--- src/hw/rtl/frml_pkg.sv ---
// ----------------------------------------------------------------------------
// frml_pkg
// Shared constants, types and state encoding of the frame rate meter/limiter.
// ----------------------------------------------------------------------------
package frml_pkg;

  localparam int WINDOW     = 5;
  localparam int CNT_W      = $clog2(WINDOW + 1);
  localparam int IDX_W      = (WINDOW > 1) ? $clog2(WINDOW) : 1;
  localparam int TIME_W     = 32;
  localparam int IVL_W      = 16;
  localparam int CFG_W      = 10;
  localparam int Q8_W       = 18;
  localparam int WAIT_W     = 10;
  localparam int SUM_W      = IVL_W + CNT_W;
  localparam int NUM_W      = Q8_W + CNT_W;

  localparam logic [IVL_W-1:0] IVL_MAX    = '1;
  localparam logic [NUM_W-1:0] RATE_SCALE = NUM_W'(256000);
  localparam logic [Q8_W-1:0]  RATE_MAX   = Q8_W'(256000);
  localparam logic [Q8_W-1:0]  RATE_IDLE  = Q8_W'(120 * 256);
  localparam logic [NUM_W-1:0] PERIOD_NUM = NUM_W'(1000);
  localparam logic [CFG_W-1:0] RATE_RESET = CFG_W'(60);

  typedef struct packed {
    logic             start;
    logic [NUM_W-1:0] dividend;
    logic [SUM_W-1:0] divisor;
  } div_req_t;

  typedef struct packed {
    logic             done;
    logic [NUM_W-1:0] quotient;
  } div_rsp_t;

  typedef enum logic [2:0] {
    S_IDLE,
    S_READ,
    S_DIVP,
    S_DIVR,
    S_DONE
  } state_t;

endpackage

--- src/hw/rtl/frml_ram.sv ---
// ----------------------------------------------------------------------------
// frml_ram
// Generic single-write, single-read RAM with registered read data.
// ----------------------------------------------------------------------------
module frml_ram #(
  parameter int WIDTH = 16,
  parameter int DEPTH = 5
) (
  input  logic                                    clk,
  input  logic                                    we,
  input  logic [((DEPTH > 1) ? $clog2(DEPTH) : 1)-1:0] waddr,
  input  logic [WIDTH-1:0]                        wdata,
  input  logic                                    re,
  input  logic [((DEPTH > 1) ? $clog2(DEPTH) : 1)-1:0] raddr,
  output logic [WIDTH-1:0]                        rdata
);

  logic [WIDTH-1:0] mem_r [DEPTH];
  logic [WIDTH-1:0] rdata_r;

  always_ff @(posedge clk) begin
    if (we) begin
      mem_r[waddr] <= wdata;
    end
    if (re) begin
      rdata_r <= mem_r[raddr];
    end
  end

  assign rdata = rdata_r;

endmodule

--- src/hw/rtl/frml_div.sv ---
// ----------------------------------------------------------------------------
// frml_div
// Restoring radix-2 divider, one quotient bit per cycle.
// ----------------------------------------------------------------------------
module frml_div (
  input  logic                clk,
  input  logic                rst_n,
  input  frml_pkg::div_req_t  req,
  output frml_pkg::div_rsp_t  rsp
);

  localparam int STEP_W = $clog2(frml_pkg::NUM_W);

  logic                          busy_r,  busy_nxt;
  logic                          done_r,  done_nxt;
  logic [STEP_W-1:0]             step_r,  step_nxt;
  logic [frml_pkg::NUM_W-1:0]    quo_r,   quo_nxt;
  logic [frml_pkg::SUM_W-1:0]    rem_r,   rem_nxt;
  logic [frml_pkg::SUM_W-1:0]    dvs_r,   dvs_nxt;
  logic [frml_pkg::SUM_W:0]      rem_sh;
  logic [frml_pkg::SUM_W:0]      rem_sub;

  always_comb begin
    busy_nxt = busy_r;
    done_nxt = 1'b0;
    step_nxt = step_r;
    quo_nxt  = quo_r;
    rem_nxt  = rem_r;
    dvs_nxt  = dvs_r;
    rem_sh   = {rem_r, quo_r[frml_pkg::NUM_W-1]};
    rem_sub  = rem_sh - {1'b0, dvs_r};
    if (req.start) begin
      busy_nxt = 1'b1;
      step_nxt = '0;
      quo_nxt  = req.dividend;
      rem_nxt  = '0;
      dvs_nxt  = req.divisor;
    end else if (busy_r) begin
      if (rem_sh >= {1'b0, dvs_r}) begin
        rem_nxt = rem_sub[frml_pkg::SUM_W-1:0];
        quo_nxt = {quo_r[frml_pkg::NUM_W-2:0], 1'b1};
      end else begin
        rem_nxt = rem_sh[frml_pkg::SUM_W-1:0];
        quo_nxt = {quo_r[frml_pkg::NUM_W-2:0], 1'b0};
      end
      step_nxt = step_r + 1'b1;
      if (step_r == STEP_W'(frml_pkg::NUM_W - 1)) begin
        busy_nxt = 1'b0;
        done_nxt = 1'b1;
      end
    end
  end

  always_ff @(posedge clk) begin
    if (!rst_n) begin
      busy_r <= 1'b0;
      done_r <= 1'b0;
      step_r <= '0;
    end else begin
      busy_r <= busy_nxt;
      done_r <= done_nxt;
      step_r <= step_nxt;
    end
    quo_r <= quo_nxt;
    rem_r <= rem_nxt;
    dvs_r <= dvs_nxt;
  end

  assign rsp.done     = done_r;
  assign rsp.quotient = quo_r;

`ifndef NO_ASSERTIONS
  a_done_ends_busy: assert property (@(posedge clk) disable iff (!rst_n)
    done_r |-> $past(busy_r) && !busy_r)
    else $error("divider done without a finished run");

  a_step_bound: assert property (@(posedge clk) disable iff (!rst_n)
    busy_r |-> step_r <= STEP_W'(frml_pkg::NUM_W - 1))
    else $error("divider step count out of range");

  a_start_busy: assert property (@(posedge clk) disable iff (!rst_n)
    req.start |=> busy_r && step_r == '0)
    else $error("divider did not start");
`endif

endmodule

--- src/hw/rtl/frame_rate_meter_limiter.sv ---
// ----------------------------------------------------------------------------
// frame_rate_meter_limiter
// Frame rate meter and limiter over a ring of the last frame intervals.
// ----------------------------------------------------------------------------
// Input channel (in_valid/in_ready): one beat per frame event. in_mode 0 marks
// frame begin and records in_now_ms as frame start; it gives no result.
// in_mode 1 marks frame end and gives one result beat on the out_ channel:
// averaged rate in Q.8, wait to meet the maximum rate, and the saturated
// interval since the previous frame end.
// Configuration (cfg_valid/cfg_ready): cfg_max_rate, always ready; write it
// only while no event is in flight.
// An end event raises out_valid after one ring RAM read, one read-modify-write
// of the running sum, then two runs of the shared one-bit-per-cycle divider
// (target period, then average rate; the second run is skipped when the sum
// of ring intervals is zero).
// One event is processed at a time; in_ready is low while an end event is
// in flight. The result sits in an output register; a stalled receiver
// holds it there and the next end event waits at its final step.
// Reset (synchronous, rst_n low) clears ring state and timestamps and sets
// the maximum rate to 60; the ring RAM needs no clearing pass.
// ----------------------------------------------------------------------------
module frame_rate_meter_limiter (
  input  logic                           clk,
  input  logic                           rst_n,
  input  logic                           in_valid,
  output logic                           in_ready,
  input  logic                           in_mode,
  input  logic [frml_pkg::TIME_W-1:0]    in_now_ms,
  output logic                           out_valid,
  input  logic                           out_ready,
  output logic [frml_pkg::Q8_W-1:0]      out_rate_q8,
  output logic [frml_pkg::WAIT_W-1:0]    out_wait_ms,
  output logic [frml_pkg::IVL_W-1:0]     out_interval_ms,
  input  logic                           cfg_valid,
  output logic                           cfg_ready,
  input  logic [frml_pkg::CFG_W-1:0]     cfg_max_rate
);

  frml_pkg::state_t                state_r, state_nxt;
  logic [frml_pkg::CFG_W-1:0]      max_rate_r;
  logic [frml_pkg::IDX_W-1:0]      idx_r, idx_nxt;
  logic [frml_pkg::CNT_W-1:0]      cnt_r, cnt_nxt;
  logic [frml_pkg::SUM_W-1:0]      sum_r, sum_nxt;
  logic                            seen_r, seen_nxt;
  logic [frml_pkg::TIME_W-1:0]     last_end_r, last_end_nxt;
  logic [frml_pkg::TIME_W-1:0]     start_r, start_nxt;
  logic [frml_pkg::TIME_W-1:0]     now_r, now_nxt;
  logic [frml_pkg::IVL_W-1:0]      ivl_r, ivl_nxt;
  logic [frml_pkg::WAIT_W-1:0]     period_r, period_nxt;
  logic [frml_pkg::Q8_W-1:0]       rate_r, rate_nxt;
  logic                            out_valid_r, out_valid_nxt;
  logic [frml_pkg::Q8_W-1:0]       out_rate_r, out_rate_nxt;
  logic [frml_pkg::WAIT_W-1:0]     out_wait_r, out_wait_nxt;
  logic [frml_pkg::IVL_W-1:0]      out_ivl_r, out_ivl_nxt;

  logic                            ram_re, ram_we;
  logic [frml_pkg::IVL_W-1:0]      ram_rdata;
  frml_pkg::div_req_t              div_req;
  frml_pkg::div_rsp_t              div_rsp;

  logic [frml_pkg::TIME_W-1:0]     delta;
  logic [frml_pkg::TIME_W-1:0]     elapsed;
  logic [frml_pkg::CFG_W-1:0]      rate_fix;
  logic                            full;

  assign cfg_ready = 1'b1;
  assign in_ready  = (state_r == frml_pkg::S_IDLE);
  assign delta     = seen_r ? in_now_ms - last_end_r : '0;
  assign elapsed   = now_r - start_r;
  assign rate_fix  = (max_rate_r == '0) ? frml_pkg::CFG_W'(1) : max_rate_r;
  assign full      = (cnt_r == frml_pkg::CNT_W'(frml_pkg::WINDOW));

  frml_ram #(
    .WIDTH(frml_pkg::IVL_W),
    .DEPTH(frml_pkg::WINDOW)
  ) u_ring (
    .clk  (clk),
    .we   (ram_we),
    .waddr(idx_r),
    .wdata(ivl_r),
    .re   (ram_re),
    .raddr(idx_r),
    .rdata(ram_rdata)
  );

  frml_div u_div (
    .clk  (clk),
    .rst_n(rst_n),
    .req  (div_req),
    .rsp  (div_rsp)
  );

  always_comb begin
    state_nxt        = state_r;
    idx_nxt          = idx_r;
    cnt_nxt          = cnt_r;
    sum_nxt          = sum_r;
    seen_nxt         = seen_r;
    last_end_nxt     = last_end_r;
    start_nxt        = start_r;
    now_nxt          = now_r;
    ivl_nxt          = ivl_r;
    period_nxt       = period_r;
    rate_nxt         = rate_r;
    out_valid_nxt    = out_valid_r && !out_ready;
    out_rate_nxt     = out_rate_r;
    out_wait_nxt     = out_wait_r;
    out_ivl_nxt      = out_ivl_r;
    ram_re           = 1'b0;
    ram_we           = 1'b0;
    div_req.start    = 1'b0;
    div_req.dividend = frml_pkg::PERIOD_NUM;
    div_req.divisor  = frml_pkg::SUM_W'(rate_fix);
    unique case (state_r)
      frml_pkg::S_IDLE: begin
        if (in_valid) begin
          if (in_mode) begin
            now_nxt      = in_now_ms;
            ivl_nxt      = (|delta[frml_pkg::TIME_W-1:frml_pkg::IVL_W]) ?
                           frml_pkg::IVL_MAX : delta[frml_pkg::IVL_W-1:0];
            last_end_nxt = in_now_ms;
            seen_nxt     = 1'b1;
            ram_re       = 1'b1;
            state_nxt    = frml_pkg::S_READ;
          end else begin
            start_nxt = in_now_ms;
          end
        end
      end
      frml_pkg::S_READ: begin
        sum_nxt = sum_r - (full ? frml_pkg::SUM_W'(ram_rdata) : '0)
                  + frml_pkg::SUM_W'(ivl_r);
        ram_we  = 1'b1;
        idx_nxt = (idx_r == frml_pkg::IDX_W'(frml_pkg::WINDOW - 1)) ?
                  '0 : idx_r + 1'b1;
        if (!full) begin
          cnt_nxt = cnt_r + 1'b1;
        end
        div_req.start = 1'b1;
        state_nxt     = frml_pkg::S_DIVP;
      end
      frml_pkg::S_DIVP: begin
        div_req.dividend = frml_pkg::RATE_SCALE * frml_pkg::NUM_W'(cnt_r);
        div_req.divisor  = sum_r;
        if (div_rsp.done) begin
          period_nxt = div_rsp.quotient[frml_pkg::WAIT_W-1:0];
          if (sum_r != '0) begin
            div_req.start = 1'b1;
            state_nxt     = frml_pkg::S_DIVR;
          end else begin
            rate_nxt  = frml_pkg::RATE_IDLE;
            state_nxt = frml_pkg::S_DONE;
          end
        end
      end
      frml_pkg::S_DIVR: begin
        if (div_rsp.done) begin
          rate_nxt  = (div_rsp.quotient > frml_pkg::NUM_W'(frml_pkg::RATE_MAX)) ?
                      frml_pkg::RATE_MAX : div_rsp.quotient[frml_pkg::Q8_W-1:0];
          state_nxt = frml_pkg::S_DONE;
        end
      end
      frml_pkg::S_DONE: begin
        if (!out_valid_r || out_ready) begin
          out_valid_nxt = 1'b1;
          out_rate_nxt  = rate_r;
          out_wait_nxt  = (frml_pkg::TIME_W'(period_r) > elapsed) ?
                          period_r - elapsed[frml_pkg::WAIT_W-1:0] : '0;
          out_ivl_nxt   = ivl_r;
          state_nxt     = frml_pkg::S_IDLE;
        end
      end
      default: state_nxt = frml_pkg::S_IDLE;
    endcase
  end

  always_ff @(posedge clk) begin
    if (!rst_n) begin
      state_r     <= frml_pkg::S_IDLE;
      max_rate_r  <= frml_pkg::RATE_RESET;
      idx_r       <= '0;
      cnt_r       <= '0;
      sum_r       <= '0;
      seen_r      <= 1'b0;
      last_end_r  <= '0;
      start_r     <= '0;
      out_valid_r <= 1'b0;
    end else begin
      state_r     <= state_nxt;
      if (cfg_valid) begin
        max_rate_r <= cfg_max_rate;
      end
      idx_r       <= idx_nxt;
      cnt_r       <= cnt_nxt;
      sum_r       <= sum_nxt;
      seen_r      <= seen_nxt;
      last_end_r  <= last_end_nxt;
      start_r     <= start_nxt;
      out_valid_r <= out_valid_nxt;
    end
    now_r      <= now_nxt;
    ivl_r      <= ivl_nxt;
    period_r   <= period_nxt;
    rate_r     <= rate_nxt;
    out_rate_r <= out_rate_nxt;
    out_wait_r <= out_wait_nxt;
    out_ivl_r  <= out_ivl_nxt;
  end

  assign out_valid       = out_valid_r;
  assign out_rate_q8     = out_rate_r;
  assign out_wait_ms     = out_wait_r;
  assign out_interval_ms = out_ivl_r;

`ifndef NO_ASSERTIONS
  a_read_after_end: assert property (@(posedge clk) disable iff (!rst_n)
    (state_r == frml_pkg::S_READ) |-> $past(in_valid && in_ready && in_mode))
    else $error("ring read without an end beat");

  a_cnt_bound: assert property (@(posedge clk) disable iff (!rst_n)
    cnt_r <= frml_pkg::CNT_W'(frml_pkg::WINDOW) &&
    idx_r <= frml_pkg::IDX_W'(frml_pkg::WINDOW - 1))
    else $error("ring index or fill count out of range");

  a_result_from_done: assert property (@(posedge clk) disable iff (!rst_n)
    $rose(out_valid_r) |-> $past(state_r == frml_pkg::S_DONE))
    else $error("result beat without a finished event");

  a_rate_range: assert property (@(posedge clk) disable iff (!rst_n)
    out_valid_r |-> out_rate_r <= frml_pkg::RATE_MAX)
    else $error("rate above range");
`endif

endmodule
--- config.mk ---
export PLATFORM = sky130hd
export DESIGN_NAME = frame_rate_meter_limiter
export DESIGN_NICKNAME = d
export VERILOG_FILES = /design/src/hw/rtl/frml_pkg.sv /design/src/hw/rtl/frml_ram.sv /design/src/hw/rtl/frml_div.sv /design/src/hw/rtl/frame_rate_meter_limiter.sv
export SDC_FILE = /design/constraint.sdc
export NUM_CORES = 1
export LEC_CHECK = 0
export BUFFER_PORTS_ARGS = -buffer_cell sky130_fd_sc_hd__buf_4
export CORE_ASPECT_RATIO = 0.5
export CORE_MARGIN = 4
export CORE_UTILIZATION = 55
export DETAILED_ROUTE_END_ITERATION = 8
export GPL_TIMING_DRIVEN = 0
export PLACE_DENSITY = 0.81
export SLEW_MARGIN = 30
export SYNTH_ARGS = -nofsm -noshare
export SYNTH_HDL_FRONTEND = slang
export SYNTH_HIERARCHICAL = 1
export SYNTH_SLANG_ARGS = --single-unit
--- constraint.sdc ---
create_clock -name clk -period 4.9 [get_ports clk]
set_input_delay 0.98 -clock clk [delete_from_list [all_inputs] [get_ports clk]]
set_output_delay 0.98 -clock clk [all_outputs]
set_load 0.02 [all_outputs]
==> out/metrics.csv, run 1 <==
stage,metric,value,unit
run_status,status,"finished, final reports clean",
critical_path,worst-path-buf-inv,2,
pwr,power.leakage,9.36,nW
finish,postLayoutCoreUtil,64.5,%
timing,period_needed,4.74,ns
critical_path,cpMaxStageDelayCell,or4_4,
critical_path,path_delay_family,simple AND/OR/NAND/NOR gates,
floorplanning,dieArea,42500,µm²
timing,slew_headroom,29.1,%
global_routing,grt_pass1_wl,83100,µm
timing,max_clock_freq,211,MHz
pwr,ir_worst_vdd,260,µV
floorplanning,rows,50,
timing,tightest_slew,1.06,ns
clock_network,clock_latency,0.55,ns
routing,vias,16400,
clock_network,cts_tree,done,
routing,finalWirelength,52100,µm
clock_network,cts.htree.levels,2,
floorplanning,die_y,148,µm
synthesis,ys_types,109,
placement,gp_congestion,0.936,
finish,layout.nets,2469,
routing,dr.pass1.iters,5,
placement,dp_hpwl,38200,µm
synthesis,synth_top_family_by_area,compound AO/OA/AOI/OAI gates,
finish,syn_to_final_growth,14.0,%
routing,viasPerCell,5.82,
synthesis,syn_area,21500,µm²
routing,post_drt_wl_per_cell,18.5,µm
hold_path,min_path_type,flip-flop to flip-flop,
global_routing,grtUsageTotal,24.2,%
critical_path,crit_fanout,5,
timing,setup_tns,0,ns
synthesis,synth-xor-area-share,3.46,%
critical_path,rr_startpoint,start_r[1],
placement,pre_cts_ws,-0.506,ns
synthesis,synth_edf_count,256,
critical_path,rr_worst_depth,19,
global_routing,grt_max_degree,25,
critical_path,crit_path_frequent_cell,nand4_1,
synthesis,ys_seq_area_share,47.9,%
pwr,power_density,413,nW/µm²
synthesis,synth_area_leader_cell,edfxtp_1,
timing,finalCritPeriodShare,96.8,%
critical_path,timing_worst_setup_path_type,flip-flop to flip-flop,
global_routing,grt_pass1_vias,16000,
critical_path,critPathMaxStageDelay,0.45,ns
synthesis,synth_mux_area_share,3.06,%
finish,diodes,0,
global_routing,grt_overflow,0,
routing,detail-route-antenna-nets,0,
clock_network,cts_buffers,35,
routing,drt_iter0_markers,1467,
clock_network,root_buffer,clkbuf_16,
hold_path,min_from,rate_r[15],
synthesis,yosys_warnings,6,
critical_path,critPathLaunchType,flip-flop,
clock_network,clk_pin_slew,0.07,ns
floorplanning,coreArea,38000,µm²
clock_network,cts_hold_buf,0,
synthesis,async_reset_ff_share,0,%
critical_path,r2r_slack,0.16,ns
synthesis,synth-simple-area-share,14.1,%
floorplanning,dieWidth,288,µm
critical_path,crit_end,out_wait_ms[1],
routing,drcViolationCount,0,
critical_path,cp.required,5.26,ns
timing,drv_slew,0,
synthesis,synth_compound_area_share,16.0,%
floorplanning,start_util,56.6,%
placement,place.port_buffers,92,
synthesis,synth_area_leaders,"edfxtp_1 (36%), dfxtp_1 (12%), ha_1 (7.2%)",
finish,drive_gt1_share,13.6,%
run,maxCapViolCount,0,
synthesis,ys_ff_latch,386,
timing,setup_slack,0.158,ns
critical_path,arrival,5.10,ns
timing,final_hold_viol_count,0,
timing,fin_skew,0.0283,ns
synthesis,syn-instance-count,2121,
critical_path,crit_chain,inv_1 > ha_1 > nor2b_1 > o31ai_4 > a21oi_1 > o21ai_1 > nand2b_1 > xnor2_1 > ha_1 > nand4_1 > o32a_1 > nand4_1 > or4_4 > nor4_4 > nand4_1 > nor4_4 > buf_4 > nand4_4 > nor4b_4,
clock_network,ctsLongestPathBuffers,3,
floorplanning,pin_count,95,
critical_path,rr_endpoint,out_wait_ms[1],
pwr,finalPower,10.1,mW
synthesis,ys.flop_type,edfxtp_1,
global_routing,grt_antenna_before_repair,0,
synthesis,syn_area_per_cell,10.1,µm²
clock_network,cts.sinks,386,
synthesis,synth_top_area_share,35.8,%
critical_path,startpoint,start_r[1],
critical_path,cp.depth,19,
synthesis,synth_fa_ha_area_share,9.45,%
timing,setup_viol,0,
critical_path,critPathCaptureType,flip-flop,
## per-layer routing
metal,routed length (µm),GRT usage [%],share of wire (%)
met1,22700,32.3,44
met2,24200,40.1,46
met3,3550,4.55,6.8
met4,1670,8.13,3.2
met5,0,0,0
## kinds of logic after synthesis
group	after synthesis
simple gates	625
compound gates	509
flops	386
buf+inv	303
fa+ha+maj	148
xor+xnor	85
mux	63
other cells	2
## where the power goes
| group | total, mW | switching [mW] | internal [mW] |
|---|---|---|---|
| Combinational | 3.26 | 1.95 | 1.32 |
| Clock | 2.79 | 1.24 | 1.55 |
| Sequential | 4.05 | 0.227 | 3.83 |
## registers in the layout, indices dropped and copies added (netlist names), 10 cells and up
| name | cells |
|---|---|
| ivl_r | 16 |
| last_end_r | 32 |
| max_rate_r | 10 |
| now_r | 32 |
| out_interval_ms | 16 |
| out_rate_q8 | 18 |
| out_wait_ms | 10 |
| period_r | 10 |
| rate_r | 18 |
| start_r | 32 |
| sum_r | 19 |
| u_div/dvs_r | 19 |
| u_div/quo_r | 21 |
| u_div/rem_r | 19 |
| u_ring/mem_r | 80 |
| u_ring/rdata | 16 |
## synthesized netlist by cell type (14+ instances only)
master and n:
a21oi_1 185, nand4_1 21, a31oi_1 28, and2_1 20
and3_1 22, ha_1 124, dfxtp_1 130, edfxtp_1 256
nor4_1 23, nand2_1 260, xor2_1 37, xnor2_1 48
nor2b_1 29, fa_1 24, mux2_2 21, nand3_1 25
o211ai_1 15, nor3_1 27, o21ai_0 64, inv_1 214
clkbuf_1 46, nand2b_1 26, nor2_1 115, mux2i_1 42
a211oi_1 26, o21a_1 14, a21o_1 39
## through the flow
step	std cells	hold slack [ns]	cell area [µm²]
global placement	2737	0.402	22900
CTS	2815	0.421	24300
finish	2819	0.420	24500
global route	2819	0.437	24500
detailed placement	2748	0.405	23100
floorplan	2125	0.400	21500
## layout make-up
cell class / instances / area (µm²)
fillers: 2901 / 13500
flip-flops and latches: 386 / 10300
multi-input cells: 1437 / 10200
clock buffers: 46 / 955
repair buffers: 110 / 905
inverters: 217 / 815
well taps: 520 / 651
plain buffers: 86 / 469
clock inverters: 17 / 195
## layout by cell type (no fill, tap or decap), types with 26 or more instances in the layout
cell,instances
edfxtp_1,256
clkbuf_1,52
nor2_1,114
nand2_1,260
xor2_1,37
nor2b_1,28
a31oi_1,28
ha_1,121
clkbuf_16,35
o21ai_0,62
dfxtp_1,129
a21oi_1,184
inv_1,214
buf_4,110
a21o_1,39
mux2i_1,42
a211oi_1,26
xnor2_1,47
## worst min path at each step
| stage | end | slack, ns | depth (start not counted) |
|---|---|---|---|
| floorplan | out_rate_q8[0] | 0.40 | 0 |
| global placement | out_rate_q8[1] | 0.40 | 0 |
| detailed placement | out_rate_q8[15] | 0.40 | 0 |
| CTS | out_rate_q8[15] | 0.42 | 0 |
| global route | out_rate_q8[1] | 0.44 | 0 |
| finish | out_rate_q8[15] | 0.42 | 0 |
## timing repair
item,in CTS,in global routing
cloned,1,0
endpoints found under the setup margin,10,10
setup buffers,3,4
gates resized for setup,8,27
pin swaps,4,18
(Power assumes the default switching activity.)
==> inputs of run 2 (changes only) <==
- PLACE_DENSITY: 0.81 -> 0.72
==> run 2 against run 1 <==
Combinational power is 3% lower. Register-to-register slack worse by 0.13 ns. Sequential power hardly changed. Non-clock buffer count shrank 5. Largest cell class unchanged.
==> out/metrics.csv, run 2 (same netlist as run 1, synthesis figures left out) <==
stage,metric,value,unit
run_status,status,"finished, final reports clean",
global_routing,grt_pass1_vias,15000,
placement,dp_hpwl,37100,µm
routing,detail-route-antenna-nets,0,
critical_path,crit_fanout,5,
finish,largest_register_ffs,80,
finish,largest-register,u_ring/mem_r,
critical_path,crit_chain,inv_1 > ha_1 > fa_1 > nand2b_1 > a21oi_1 > nor2b_1 > o21ai_0 > xnor2_1 > ha_1 > nor3_1 > nor4_2 > nand4_1 > or4_1 > nor4_1 > nand4_1 > nor4_4 > buf_4 > nand4_2 > nor4_1,
clock_network,cts.htree.levels,2,
clock_network,clk_pin_slew,0.07,ns
critical_path,worst-path-buf-inv,2,
run,maxCapViolCount,0,
routing,post_drt_wl_per_cell,17.8,µm
placement,place.port_buffers,92,
placement,gp_congestion,0.923,
finish,regArea,10300,µm²
floorplanning,dieWidth,288,µm
timing,finalCritPeriodShare,99.4,%
critical_path,critPathMaxStageDelay,0.41,ns
critical_path,timing_worst_setup_path_type,flip-flop to flip-flop,
routing,viasPerCell,5.65,
critical_path,cp.depth,19,
timing,fin_skew,0.0220,ns
critical_path,arrival,5.23,ns
finish,multi_input_area,10100,µm²
global_routing,grt_overflow,0,
critical_path,cp.required,5.26,ns
hold_path,hold_path_depth,0,
routing,vias,15900,
pwr,ir_worst_vdd,300,µV
critical_path,crit_end,out_wait_ms[6],
critical_path,rr_endpoint,out_wait_ms[6],
floorplanning,start_util,56.6,%
timing,setup_tns,0,ns
timing,setup_slack,0.0315,ns
critical_path,critPathCaptureType,flip-flop,
hold_path,min_from,rate_r[13],
clock_network,cts_buffers,35,
critical_path,path_delay_family,simple AND/OR/NAND/NOR gates,
finish,layout.nets,2464,
critical_path,startpoint,now_r[0],
critical_path,critPathLaunchType,flip-flop,
clock_network,clock_latency,0.55,ns
pwr,power.leakage,9.33,nW
finish,final_common_cell,nand2_1,
finish,final_cell_mix,"nand2_1 (260), edfxtp_1 (256), inv_1 (214)",
timing,slew_headroom,21.8,%
routing,drt_iter0_markers,1435,
critical_path,cpMaxStageDelayCell,or4_1,
pwr,power_density,414,nW/µm²
finish,drive_gt1_share,12.5,%
clock_network,root_buffer,clkbuf_16,
timing,tightest_slew,1.16,ns
global_routing,grt_max_degree,24,
clock_network,ctsLongestPathBuffers,3,
placement,pre_cts_ws,-0.433,ns
finish,syn_to_final_growth,13.2,%
clock_network,cts.sinks,386,
floorplanning,rows,50,
critical_path,rr_startpoint,now_r[0],
routing,dr.pass1.iters,6,
routing,drcViolationCount,0,
floorplanning,die_y,148,µm
timing,setup_viol,0,
floorplanning,dieArea,42500,µm²
floorplanning,coreArea,38000,µm²
critical_path,r2r_slack,0.03,ns
hold_path,min_path_type,flip-flop to flip-flop,
finish,fillers,3067,
timing,drv_slew,0,
timing,final_hold_viol_count,0,
timing,max_clock_freq,205,MHz
finish,diodes,0,
global_routing,grt_antenna_before_repair,0,
clock_network,cts_hold_buf,0,
routing,finalWirelength,50000,µm
global_routing,grt_pass1_wl,79800,µm
floorplanning,pin_count,95,
timing,period_needed,4.87,ns
global_routing,grtUsageTotal,23.2,%
clock_network,cts_tree,done,
critical_path,rr_worst_depth,19,
timing,rsz0062_at_grt,true,
==> run 2: cell type report <==
class / count / area share (%)
buffer: 86 / 1.93
clock buffer: 45 / 4.01
clock inverter: 19 / 0.879
inverter: 217 / 3.35
multi-input combinational: 1437 / 41.4
sequential: 386 / 42.3
tap: 520 / 2.67
timing repair buffer: 105 / 3.54
==> run 2: repair_timing <==
action,4_1_cts,5_1_grt
pin swaps,1,4
buffers inserted,1,1
gates cloned,0,1
resized for setup,3,5
setup endpoints to repair,10,10
==> run 2: worst reg2reg max path, cell delays in order, from the launching register on <==
cell	delay, ns
edfxtp_1	0.32
inv_1	0.04
ha_1	0.21
fa_1	0.40
nand2b_1	0.19
a21oi_1	0.21
nor2b_1	0.12
o21ai_0	0.22
xnor2_1	0.09
ha_1	0.36
nor3_1	0.14
nor4_2	0.24
nand4_1	0.12
or4_1	0.41
nor4_1	0.35
nand4_1	0.24
nor4_4	0.26
buf_4	0.20
nand4_2	0.23
nor4_1	0.35
==> run 2: worst min path at each step <==
stage,endpoint,slack [ns]
floorplan,out_rate_q8[0],0.40
global placement,out_rate_q8[4],0.40
detailed placement,out_rate_q8[13],0.40
CTS,out_rate_q8[17],0.42
global route,out_rate_q8[15],0.42
finish,out_rate_q8[13],0.42
==> run 2: power by group <==
group	internal (mW)	leakage [nW]	switching [mW]	total (mW)
combinational	1.29	5.33	1.88	3.17
sequential	3.83	3.43	0.222	4.05
clock	1.59	0.572	1.27	2.87
total	6.71	9.33	3.37	10.1
==> run 2: layer usage <==
metal	global-route usage, %	part of all wire [%]
met2	38.0	46
met3	3.57	5.6
met5	0	0
met1	33.2	47
met4	4.69	2.0
==> run 2: stage by stage <==
stage / utilization (%) / instances / power [mW] / hold WS (ns) / instance area, µm²
after global routing: 64.1 / 2815 / 10.7 / 0.424 / 24300
final: 64.1 / 2815 / 10.1 / 0.418 / 24300
after detailed placement: 60.7 / 2748 / 7.20 / 0.405 / 23100
after floorplan: - / 2125 / 6.44 / 0.400 / 21500
after global placement: 60.2 / 2737 / 7.14 / 0.403 / 22900
after CTS: 63.9 / 2813 / 10.1 / 0.418 / 24300
